==> src/cdwq_pkg.sv <==
// Package: shared types and constants for the coalescing deferred work queue.
package cdwq_pkg;

   localparam logic [1:0] REQ_REGISTER   = 2'd0;
   localparam logic [1:0] REQ_UNREGISTER = 2'd1;
   localparam logic [1:0] REQ_RAISE      = 2'd2;
   localparam logic [1:0] REQ_RUN        = 2'd3;

   localparam int HANDLE_W = 31;
   localparam int CB_W     = 32;
   localparam int BUDGET_W = 8;
   localparam int COUNT_W  = 6;

   typedef struct packed {
      logic [1:0]          req_type;
      logic [HANDLE_W-1:0] handle;
      logic [CB_W-1:0]     callback_id;
      logic [CB_W-1:0]     callback_arg;
      logic [BUDGET_W-1:0] budget;
   } req_type_type;

   typedef struct packed {
      logic                status;
      logic [HANDLE_W-1:0] result_handle;
      logic                dispatch_valid;
      logic [CB_W-1:0]     dispatch_id;
      logic [CB_W-1:0]     dispatch_arg;
      logic [COUNT_W-1:0]  ran_count;
      logic                last;
   } rsp_type;

endpackage

==> src/coalescing_deferred_work_queue_unit.sv <==
// Top level: coalescing deferred work queue, slot table in memory with a sequencer.
//
//  channel | ports             | direction | payload
//  --------+-------------------+-----------+----------------
//  request | req_valid/ready   | in        | req_type_type
//  result  | rsp_valid/ready   | out       | rsp_type
//
// Register searches for the lowest free slot over the used bits, one slot a cycle,
// then writes it. Unregister and raise scan the handle memory one slot a cycle;
// unregister of a queued slot then walks the link memory, one hop per ST_WALK and
// ST_WCHK pass. Run emits each dispatch through ST_RUN, ST_RUND and ST_OUT, and
// the final count result through ST_RUN and ST_OUT.
// Reset clears valid bits and the FIFO head/tail at once; no clearing pass.
// A stalled result holds the sequencer; one transaction is worked at a time.
module coalescing_deferred_work_queue_unit
   import cdwq_pkg::*;
#(
   parameter int NUM_SLOTS = 32
) (
   input  logic         clock,
   input  logic         reset,
   input  logic         req_valid,
   output logic         req_ready,
   input  req_type_type req_payload,
   output logic         rsp_valid,
   input  logic         rsp_ready,
   output rsp_type      rsp_payload
);
   localparam int IDX_W = (NUM_SLOTS > 1) ? $clog2(NUM_SLOTS) : 1;
   localparam int CNT_W = $clog2(NUM_SLOTS + 1);

   localparam logic [3:0] ST_IDLE   = 4'd0;
   localparam logic [3:0] ST_FREE   = 4'd1;  // search lowest free slot
   localparam logic [3:0] ST_FIND   = 4'd2;  // issue handle read
   localparam logic [3:0] ST_CMP    = 4'd3;  // compare handle read data
   localparam logic [3:0] ST_WALK   = 4'd4;  // issue link read for unlink
   localparam logic [3:0] ST_WCHK   = 4'd5;  // link data back
   localparam logic [3:0] ST_RUN    = 4'd6;  // issue reads for head
   localparam logic [3:0] ST_RUND   = 4'd7;  // data back, emit dispatch
   localparam logic [3:0] ST_OUT    = 4'd8;  // hold result until taken
   localparam logic [3:0] ST_FIXTL  = 4'd9;  // unused; the prev link is written in ST_WCHK

   logic [3:0]          state_ff, state_in;
   logic [NUM_SLOTS-1:0] used_ff, used_in, queued_ff, queued_in;
   logic [IDX_W-1:0]    first_ff, first_in, final_ff, final_in;
   logic                empty_ff, empty_in;
   logic [31:0]         counter_ff, counter_in;
   req_type_type        req_ff, req_in;
   logic [IDX_W-1:0]    idx_ff, idx_in, prev_ff, prev_in, tgt_ff, tgt_in;
   logic                have_prev_ff, have_prev_in;
   logic [CNT_W-1:0]    ran_ff, ran_in, steps_ff, steps_in;
   rsp_type             rsp_ff, rsp_in;
   logic                rsp_valid_ff, rsp_valid_in;
   logic [3:0]          after_ff, after_in;   // state after result is taken

   logic                sm_wr;
   logic [IDX_W-1:0]    sm_ridx;
   logic [HANDLE_W-1:0] sm_rhandle;
   logic [CB_W-1:0]     sm_rid, sm_rarg;
   logic                lm_wr;
   logic [IDX_W-1:0]    lm_widx, lm_wdata, lm_ridx, lm_rdata;

   cdwq_slot_mem #(.NUM_SLOTS(NUM_SLOTS), .IDX_W(IDX_W)) u_slot (
      .clock(clock), .wr_en(sm_wr), .wr_idx(idx_ff),
      .wr_handle(counter_ff[HANDLE_W-1:0]), .wr_id(req_ff.callback_id),
      .wr_arg(req_ff.callback_arg), .rd_idx(sm_ridx),
      .rd_handle(sm_rhandle), .rd_id(sm_rid), .rd_arg(sm_rarg)
   );

   cdwq_link_mem #(.NUM_SLOTS(NUM_SLOTS), .IDX_W(IDX_W)) u_link (
      .clock(clock), .wr_en(lm_wr), .wr_idx(lm_widx), .wr_data(lm_wdata),
      .rd_idx(lm_ridx), .rd_data(lm_rdata)
   );

   assign req_ready   = (state_ff == ST_IDLE);
   assign rsp_valid   = rsp_valid_ff;
   assign rsp_payload = rsp_ff;

   function automatic rsp_type simple_rsp(input logic fail, input logic [HANDLE_W-1:0] h);
      rsp_type r;
      r = '0;
      r.status        = fail;
      r.result_handle = h;
      r.last          = 1'b1;
      return r;
   endfunction

   always_comb begin
      state_in     = state_ff;
      used_in      = used_ff;
      queued_in    = queued_ff;
      first_in     = first_ff;
      final_in     = final_ff;
      empty_in     = empty_ff;
      counter_in   = counter_ff;
      req_in       = req_ff;
      idx_in       = idx_ff;
      prev_in      = prev_ff;
      tgt_in       = tgt_ff;
      have_prev_in = have_prev_ff;
      ran_in       = ran_ff;
      steps_in     = steps_ff;
      rsp_in       = rsp_ff;
      rsp_valid_in = rsp_valid_ff;
      after_in     = after_ff;
      sm_wr        = 1'b0;
      sm_ridx      = idx_ff;
      lm_wr        = 1'b0;
      lm_widx      = prev_ff;
      lm_wdata     = lm_rdata;
      lm_ridx      = idx_ff;

      unique case (state_ff)
         ST_IDLE: begin
            if (req_valid) begin
               req_in   = req_payload;
               idx_in   = '0;
               ran_in   = '0;
               steps_in = '0;
               unique case (req_payload.req_type)
                  REQ_REGISTER: begin
                     if (req_payload.callback_id == '0) begin
                        rsp_in = simple_rsp(1'b1, '0);
                        state_in = ST_OUT;
                        after_in = ST_IDLE;
                     end else state_in = ST_FREE;
                  end
                  REQ_UNREGISTER, REQ_RAISE: begin
                     if (req_payload.handle == '0) begin
                        rsp_in = simple_rsp(1'b1, '0);
                        state_in = ST_OUT;
                        after_in = ST_IDLE;
                     end else state_in = ST_FIND;
                  end
                  default: state_in = ST_RUN;
               endcase
            end
         end
         ST_FREE: begin
            if (!used_ff[idx_ff]) begin
               state_in = ST_OUT;
               after_in = ST_IDLE;
               if (counter_ff == '0 || counter_ff > 32'h7FFF_FFFF) begin
                  rsp_in = simple_rsp(1'b1, '0);
               end else begin
                  sm_wr             = 1'b1;
                  used_in[idx_ff]   = 1'b1;
                  queued_in[idx_ff] = 1'b0;
                  rsp_in            = simple_rsp(1'b0, counter_ff[HANDLE_W-1:0]);
                  counter_in        = counter_ff + 32'd1;
               end
            end else if (idx_ff == IDX_W'(NUM_SLOTS - 1)) begin
               rsp_in = simple_rsp(1'b1, '0);
               state_in = ST_OUT;
               after_in = ST_IDLE;
            end else idx_in = idx_ff + 1'b1;
         end
         ST_FIND: state_in = ST_CMP;   // read of idx_ff issued
         ST_CMP: begin
            if (used_ff[idx_ff] && sm_rhandle == req_ff.handle) begin
               state_in = ST_OUT;
               after_in = ST_IDLE;
               rsp_in   = simple_rsp(1'b0, '0);
               if (req_ff.req_type == REQ_UNREGISTER) begin
                  used_in[idx_ff]   = 1'b0;
                  queued_in[idx_ff] = 1'b0;
                  if (queued_ff[idx_ff] && !empty_ff) begin
                     tgt_in       = idx_ff;
                     idx_in       = first_ff;
                     have_prev_in = 1'b0;
                     steps_in     = '0;
                     state_in     = ST_WALK;
                  end
               end else if (!queued_ff[idx_ff]) begin
                  queued_in[idx_ff] = 1'b1;
                  if (empty_ff) begin
                     first_in = idx_ff;
                     empty_in = 1'b0;
                  end else begin
                     lm_wr    = 1'b1;
                     lm_widx  = final_ff;
                     lm_wdata = idx_ff;
                  end
                  final_in = idx_ff;
               end
            end else if (idx_ff == IDX_W'(NUM_SLOTS - 1)) begin
               rsp_in = simple_rsp(1'b1, '0);
               state_in = ST_OUT;
               after_in = ST_IDLE;
            end else begin
               idx_in   = idx_ff + 1'b1;
               sm_ridx  = idx_ff + 1'b1;
               state_in = ST_CMP;
            end
         end
         ST_WALK: begin
            state_in = ST_WCHK;   // link read of idx_ff issued
         end
         ST_WCHK: begin
            // lm_rdata holds link[idx_ff]
            if (idx_ff == tgt_ff) begin
               if (!have_prev_ff) begin
                  if (idx_ff == final_ff) empty_in = 1'b1;
                  else first_in = lm_rdata;
                  state_in = ST_OUT;
               end else begin
                  lm_wr    = 1'b1;
                  lm_widx  = prev_ff;
                  lm_wdata = lm_rdata;
                  if (idx_ff == final_ff) final_in = prev_ff;
                  state_in = ST_OUT;
               end
            end else if (idx_ff == final_ff ||
                         steps_ff == CNT_W'(NUM_SLOTS - 1)) begin
               state_in = ST_OUT;
            end else begin
               prev_in      = idx_ff;
               have_prev_in = 1'b1;
               idx_in       = lm_rdata;
               steps_in     = steps_ff + 1'b1;
               state_in     = ST_WALK;
            end
         end
         ST_RUN: begin
            if (!empty_ff && (req_ff.budget == '0 ||
                  32'(ran_ff) < 32'(req_ff.budget))
                  && ran_ff != CNT_W'(NUM_SLOTS)) begin
               sm_ridx  = first_ff;
               lm_ridx  = first_ff;
               idx_in   = first_ff;
               state_in = ST_RUND;
            end else begin
               rsp_in           = '0;
               rsp_in.ran_count = COUNT_W'(ran_ff);
               rsp_in.last      = 1'b1;
               state_in         = ST_OUT;
               after_in         = ST_IDLE;
            end
         end
         ST_RUND: begin
            if (idx_ff == final_ff) empty_in = 1'b1;
            else first_in = lm_rdata;
            queued_in[idx_ff]     = 1'b0;
            rsp_in                = '0;
            rsp_in.result_handle  = sm_rhandle;
            rsp_in.dispatch_valid = 1'b1;
            rsp_in.dispatch_id    = sm_rid;
            rsp_in.dispatch_arg   = sm_rarg;
            ran_in                = ran_ff + 1'b1;
            state_in              = ST_OUT;
            after_in              = ST_RUN;
         end
         ST_OUT: begin
            if (!rsp_valid_ff) rsp_valid_in = 1'b1;
            else if (rsp_ready) begin
               rsp_valid_in = 1'b0;
               state_in     = after_ff;
            end
         end
         default: state_in = ST_IDLE;
      endcase
   end

   always_ff @(posedge clock) begin
      if (reset) begin
         state_ff     <= ST_IDLE;
         used_ff      <= '0;
         queued_ff    <= '0;
         first_ff     <= '0;
         final_ff     <= '0;
         empty_ff     <= 1'b1;
         counter_ff   <= 32'd1;
         rsp_valid_ff <= 1'b0;
         after_ff     <= ST_IDLE;
      end else begin
         state_ff     <= state_in;
         used_ff      <= used_in;
         queued_ff    <= queued_in;
         first_ff     <= first_in;
         final_ff     <= final_in;
         empty_ff     <= empty_in;
         counter_ff   <= counter_in;
         rsp_valid_ff <= rsp_valid_in;
         after_ff     <= after_in;
      end
      req_ff       <= req_in;
      idx_ff       <= idx_in;
      prev_ff      <= prev_in;
      tgt_ff       <= tgt_in;
      have_prev_ff <= have_prev_in;
      ran_ff       <= ran_in;
      steps_ff     <= steps_in;
      rsp_ff       <= rsp_in;
   end

   // A queued slot is always a used slot.
   a_queued_used: assert property (@(posedge clock) disable iff (reset)
      (queued_ff & ~used_ff) == '0) else $error("queued slot not in use");
   // Results are shown only while the sequencer waits on the result channel.
   a_rsp_state: assert property (@(posedge clock) disable iff (reset)
      rsp_valid_ff |-> state_ff == ST_OUT) else $error("result outside hold state");
   // An empty FIFO has no queued slot.
   a_empty: assert property (@(posedge clock) disable iff (reset)
      (empty_ff && state_ff == ST_IDLE) |-> queued_ff == '0)
      else $error("queued slot while FIFO empty");
endmodule

==> src/cdwq_slot_mem.sv <==
// Slot payload memory: handle, callback id and argument per slot, registered read.
module cdwq_slot_mem
   import cdwq_pkg::*;
#(
   parameter int NUM_SLOTS = 32,
   parameter int IDX_W     = 5
) (
   input  logic                clock,
   input  logic                wr_en,
   input  logic [IDX_W-1:0]    wr_idx,
   input  logic [HANDLE_W-1:0] wr_handle,
   input  logic [CB_W-1:0]     wr_id,
   input  logic [CB_W-1:0]     wr_arg,
   input  logic [IDX_W-1:0]    rd_idx,
   output logic [HANDLE_W-1:0] rd_handle,
   output logic [CB_W-1:0]     rd_id,
   output logic [CB_W-1:0]     rd_arg
);
   logic [HANDLE_W-1:0] handle_mem [NUM_SLOTS];
   logic [CB_W-1:0]     id_mem     [NUM_SLOTS];
   logic [CB_W-1:0]     arg_mem    [NUM_SLOTS];

   always_ff @(posedge clock) begin
      if (wr_en) begin
         handle_mem[wr_idx] <= wr_handle;
         id_mem[wr_idx]     <= wr_id;
         arg_mem[wr_idx]    <= wr_arg;
      end
      rd_handle <= handle_mem[rd_idx];
      rd_id     <= id_mem[rd_idx];
      rd_arg    <= arg_mem[rd_idx];
   end
endmodule

==> src/cdwq_link_mem.sv <==
// Pending FIFO link memory: next slot per queued slot, registered read.
module cdwq_link_mem #(
   parameter int NUM_SLOTS = 32,
   parameter int IDX_W     = 5
) (
   input  logic             clock,
   input  logic             wr_en,
   input  logic [IDX_W-1:0] wr_idx,
   input  logic [IDX_W-1:0] wr_data,
   input  logic [IDX_W-1:0] rd_idx,
   output logic [IDX_W-1:0] rd_data
);
   logic [IDX_W-1:0] link_mem [NUM_SLOTS];

   always_ff @(posedge clock) begin
      if (wr_en) link_mem[wr_idx] <= wr_data;
      rd_data <= link_mem[rd_idx];
   end
endmodule
==> config.mk <==
export PLATFORM = sky130hd
export DESIGN_NAME = coalescing_deferred_work_queue_unit
export DESIGN_NICKNAME = d
export VERILOG_FILES = /design/src/cdwq_pkg.sv /design/src/coalescing_deferred_work_queue_unit.sv /design/src/cdwq_slot_mem.sv /design/src/cdwq_link_mem.sv
export SDC_FILE = /design/constraint.sdc
export NUM_CORES = 2
export LEC_CHECK = 0
export BUFFER_PORTS_ARGS = -buffer_cell sky130_fd_sc_hd__buf_2
export CORE_ASPECT_RATIO = 0.6
export CORE_MARGIN = 5
export CORE_UTILIZATION = 50
export CTS_BUF_LIST = sky130_fd_sc_hd__clkbuf_8 sky130_fd_sc_hd__clkbuf_16
export DETAILED_ROUTE_END_ITERATION = 7
export GPL_ROUTABILITY_DRIVEN = 0
export MAX_ROUTING_LAYER = met4
export PLACE_DENSITY = 0.77
export REMOVE_ABC_BUFFERS = 1
export SLEW_MARGIN = 20
export SYNTH_ARGS = -nofsm -noshare
export SYNTH_HDL_FRONTEND = slang
export SYNTH_SLANG_ARGS = --single-unit
==> constraint.sdc <==
create_clock -name clock -period 14 [get_ports clock]
set_clock_uncertainty 0.2 [all_clocks]
set_input_delay 0.7 -clock clock [delete_from_list [all_inputs] [get_ports clock]]
set_output_delay 0.7 -clock clock [all_outputs]
set_load 0.005 [all_outputs]
==> summary.md <==
| Metric | Value |
|---|---|
| Final hold vios | `0` |
| WP buf/inv | `4` |
| Detail Route Antenna Nets | `0` |
| Worst hold start | `rsp_ready` |
| Area Growth Syn to Fin | `11.7%` |
| TritonRoute pass-1 iters | `7` |
| CP required | `14.53 ns` |
| Core area | `around 0.28 sq mm` |
| Period utilisation layout | `between 50% and 60%` |
| Final instance count without filler cells | `approximately 12k` |
| Antenna violations before repair | `6` |
| Cts bufs inserted | `310` |
| Ports | `approximately 220` |
| Total track usage | `about a quarter` |
| Max FO, Critical Path | `~110` |
| Commonest non-fill, non-tap cell in the layout | `edfxtp_1` |
| Multi-input logic area | `between 0.03 and 0.04 sq mm` |
| Post-DR vias/cell | `approximately 6.6` |
| R2r setup slk | `a little under 7 ns` |
| Area contributors post-synth | `edfxtp_1 (74%), mux4_2 (12%), dfxtp_1 (3.1%), nand2_1 (2.6%), a21oi_1 (1.5%)` |
| Post-synth EDFFs | `roughly 3.4k` |
| Synth top area share | `73.6%` |
| CP top delay family | `buffers and inverters` |
| Row cnt | `150` |
| Fraction of layout cells with a size suffix above 1 | `between 20% and 30%` |
| Die H | `roughly 420 um` |
| Final setup vio count | `0` |
| DRC | `0` |
| Final max-slew violation count | `0` |
| Nature of the critical path endpoint | `flip-flop` |
| Die Area | `a little under 0.3 sq mm` |
| Hold crit path type | `in2reg` |
| Pwr/cell area | `just under 200 mW/mm^2` |
| Gate Count Post-Synth | `around 7.5k` |
| CP max-delay cell | `edfxtp_1` |
| Largest area contributor in the netlist | `edfxtp_1` |
| Crit Path Class | `reg2reg` |
| Global-route wire length before repair | `approximately 550 mm` |
| Worst reg2reg path startpoint | `idx_ff[1]` |
| Synth unique cells | `76` |
| WHS | `between 0.03 and 0.04 ns` |
| Reg area | `about 0.11 sq mm` |
| Slew HR | `16.9%` |
| CTS sink cnt | `3653` |
| Syn Std Cell Area | `around 0.14 sq mm` |
| #FFs+latches synth | `3653` |
| Detailed Place HPWL | `roughly 190 mm` |
| Startpoint types | `flip-flop` |
| Synth warnings | `0` |
| Count of buffers from port buffering | `between 200 and 250` |
| Clock transition at path regs | `about 0.080 ns` |
| Skew-Pair Late Insertion Delay | `~0.9 ns` |
| Lkg Pwr | `~51 nW` |
| Nets@finish | `between 7k and 8k` |
| CTS root buf | `clkbuf_16` |
| Per-cell routed wire length | `between 30 and 40 um` |
| Vias in the first global route | `~75k` |
| # fillers | `around 20k` |
| Via count | `roughly 78k` |
| Initial Util | `roughly 50%` |
| Dpl ws | `between 6 and 7 ns` |
| H-tree depth | `5` |
| Post-CTS resize count | `0` |
| Drt total wl | `382 mm` |
| Hold Crit Endpoint | `rsp_valid` |
| Arrival time at the worst endpoint | `between 7 and 8 ns` |
| Syn avg cell area | `approximately 19 sq um` |
| Chip Width | `a little under 700 um` |
| Max clock buf depth | `4` |
| PnR worst setup slack | `6.91 ns` |
| Ys flop type | `edfxtp_1` |
| Most frequent cells in the layout | `edfxtp_1 (3437), nand2_1 (957), mux4_2 (723)` |
| Max Cap Violations | `0` |
| Placed insts | `between 10k and 15k` |
| Largest net degree at the start of global routing | `about 150` |
| Worst vdd ir | `approximately 220 uV` |
| CTS tree | `yes` |
| Iter 0 DRT Violations | `13.8k` |
| Ys async rst share | `0%` |
| Worst-Margin Slew | `approximately 1.2 ns` |
| Setup repair after global routing missed its margin | `false` |
| Hold path depth | `4` |
| Sequential area share after synthesis | `between 70% and 80%` |
| Worst Reg2Reg Path Length in Cells | `14` |
| Reg2reg end | `u_slot.rd_handle[22]` |
| Crit-path cells | `buf_4 > mux2i_1 > a22oi_1 > nand3_1 > nand4_2 > a211oi_2 > nor4_4 > buf_12 > buf_12 > buf_4 > mux4_2 > nand2_1 > a21oi_1 > or4_1` |
| Max frequency | `141 MHz` |
| Post-layout min period | `between 7 and 8 ns` |
| Result of the run | `finished clean` |
| Max incr delay on CP | `1.00 ns` |
| GRT Residual Overflow | `0` |
-- worst max path at each step --
stage / start / end / depth (start not counted)
floorplan: idx_ff[0] / u_slot.rd_arg[20] / 9
global placement: idx_ff[2] / u_slot.rd_handle[9] / 13
detailed placement: idx_ff[2] / u_slot.rd_handle[22] / 13
CTS: idx_ff[2] / u_slot.rd_handle[22] / 13
global route: idx_ff[1] / u_slot.rd_arg[5] / 14
finish: idx_ff[1] / u_slot.rd_handle[22] / 14
-- area by class of cell --
class | instances | area share, %
sequential | 3653 | 68.6
multi-input combinational | 3311 | 19.5
clock buffer | 335 | 5.23
tap | 3724 | 2.97
timing repair buffer | 480 | 2.27
clock inverter | 225 | 1.11
inverter | 78 | 0.249
antenna | 5 | 0.00798
-- Yosys cell counts, types with 63 or more instances --
| cell | number |
|---|---|
| buf_2 | 84 |
| nor3_1 | 63 |
| nand3_1 | 150 |
| o21ai_0 | 63 |
| a22o_1 | 84 |
| a21oi_1 | 410 |
| mux4_2 | 723 |
| edfxtp_1 | 3437 |
| clkbuf_1 | 250 |
| inv_1 | 77 |
| or4_1 | 69 |
| mux2i_1 | 97 |
| nor2_1 | 183 |
| nand2_1 | 958 |
| dfxtp_1 | 216 |
-- power breakdown --
group | switching [W] | internal, W | total (W)
Sequential | 0.000797 | 0.0131 | 0.0139
Combinational | 0.00521 | 0.00336 | 0.00856
Clock | 0.00391 | 0.00470 | 0.00862
-- sequential cells by signal, indices dropped and copies added, names as in the netlist, 4 cells and up, named ones only --
| register | cells |
|---|---|
| after_ff | 4 |
| counter_ff | 32 |
| final_ff | 5 |
| first_ff | 5 |
| idx_ff | 5 |
| prev_ff | 5 |
| ran_ff | 6 |
| req_ff | 105 |
| rsp_payload | 104 |
| state_ff | 4 |
| steps_ff | 6 |
| tgt_ff | 5 |
| u_link.link_mem | 160 |
| u_link.rd_data | 5 |
| u_slot.arg_mem | 1024 |
| u_slot.handle_mem | 992 |
| u_slot.id_mem | 1024 |
| u_slot.rd_arg | 32 |
| u_slot.rd_handle | 31 |
| u_slot.rd_id | 32 |
-- worst min-delay path: stages --
cell and delay (ns):
buf_2 0.08, nand2_1 0.11, nand3_1 0.12, a21oi_1 0.06
-- cell families (layout without fill, tap and decap cells) --
logic type      Yosys count  count (layout)  share of synthesized area (%)
other cells               0               5                              0
xor+xnor                 69              69                          0.431
buf+inv                 517            1118                           1.71
compound gates          818             818                           3.77
fa+ha+maj                16              16                          0.143
simple gates           1579            1579                           4.92
mux                     829             829                           12.4
flops                  3653            3653                           76.7
-- layer usage --
layer	GRT usage [%]	vias to the layer above	wire (um)
met5	-	-	0
li1	-	30700	-
met1	37.6	39800	141000
met3	6.57	779	55300
met4	7.24	0	11900
met2	39.0	6442	174000
-- repair_timing --
item                      CTS  global route
setup buffers               0             0
hold buffers              106             0
hold endpoints to repair  124             0
-- stage by stage --
stage / total power (W) / util [%] / TNS (ns) / area (sq um)
3_5_place_dp: 0.0225 / 52.2 / 0 / 146000
4_1_cts: 0.0310 / 56.2 / 0 / 157000
3_3_place_gp: 0.0222 / 52.2 / 0 / 146000
6_report: 0.0310 / 56.2 / 0 / 157000
5_1_grt: 0.0322 / 56.2 / 0 / 157000
2_1_floorplan: 0.0220 / - / -6088.47 / 138000
(Power assumes the default switching activity.)
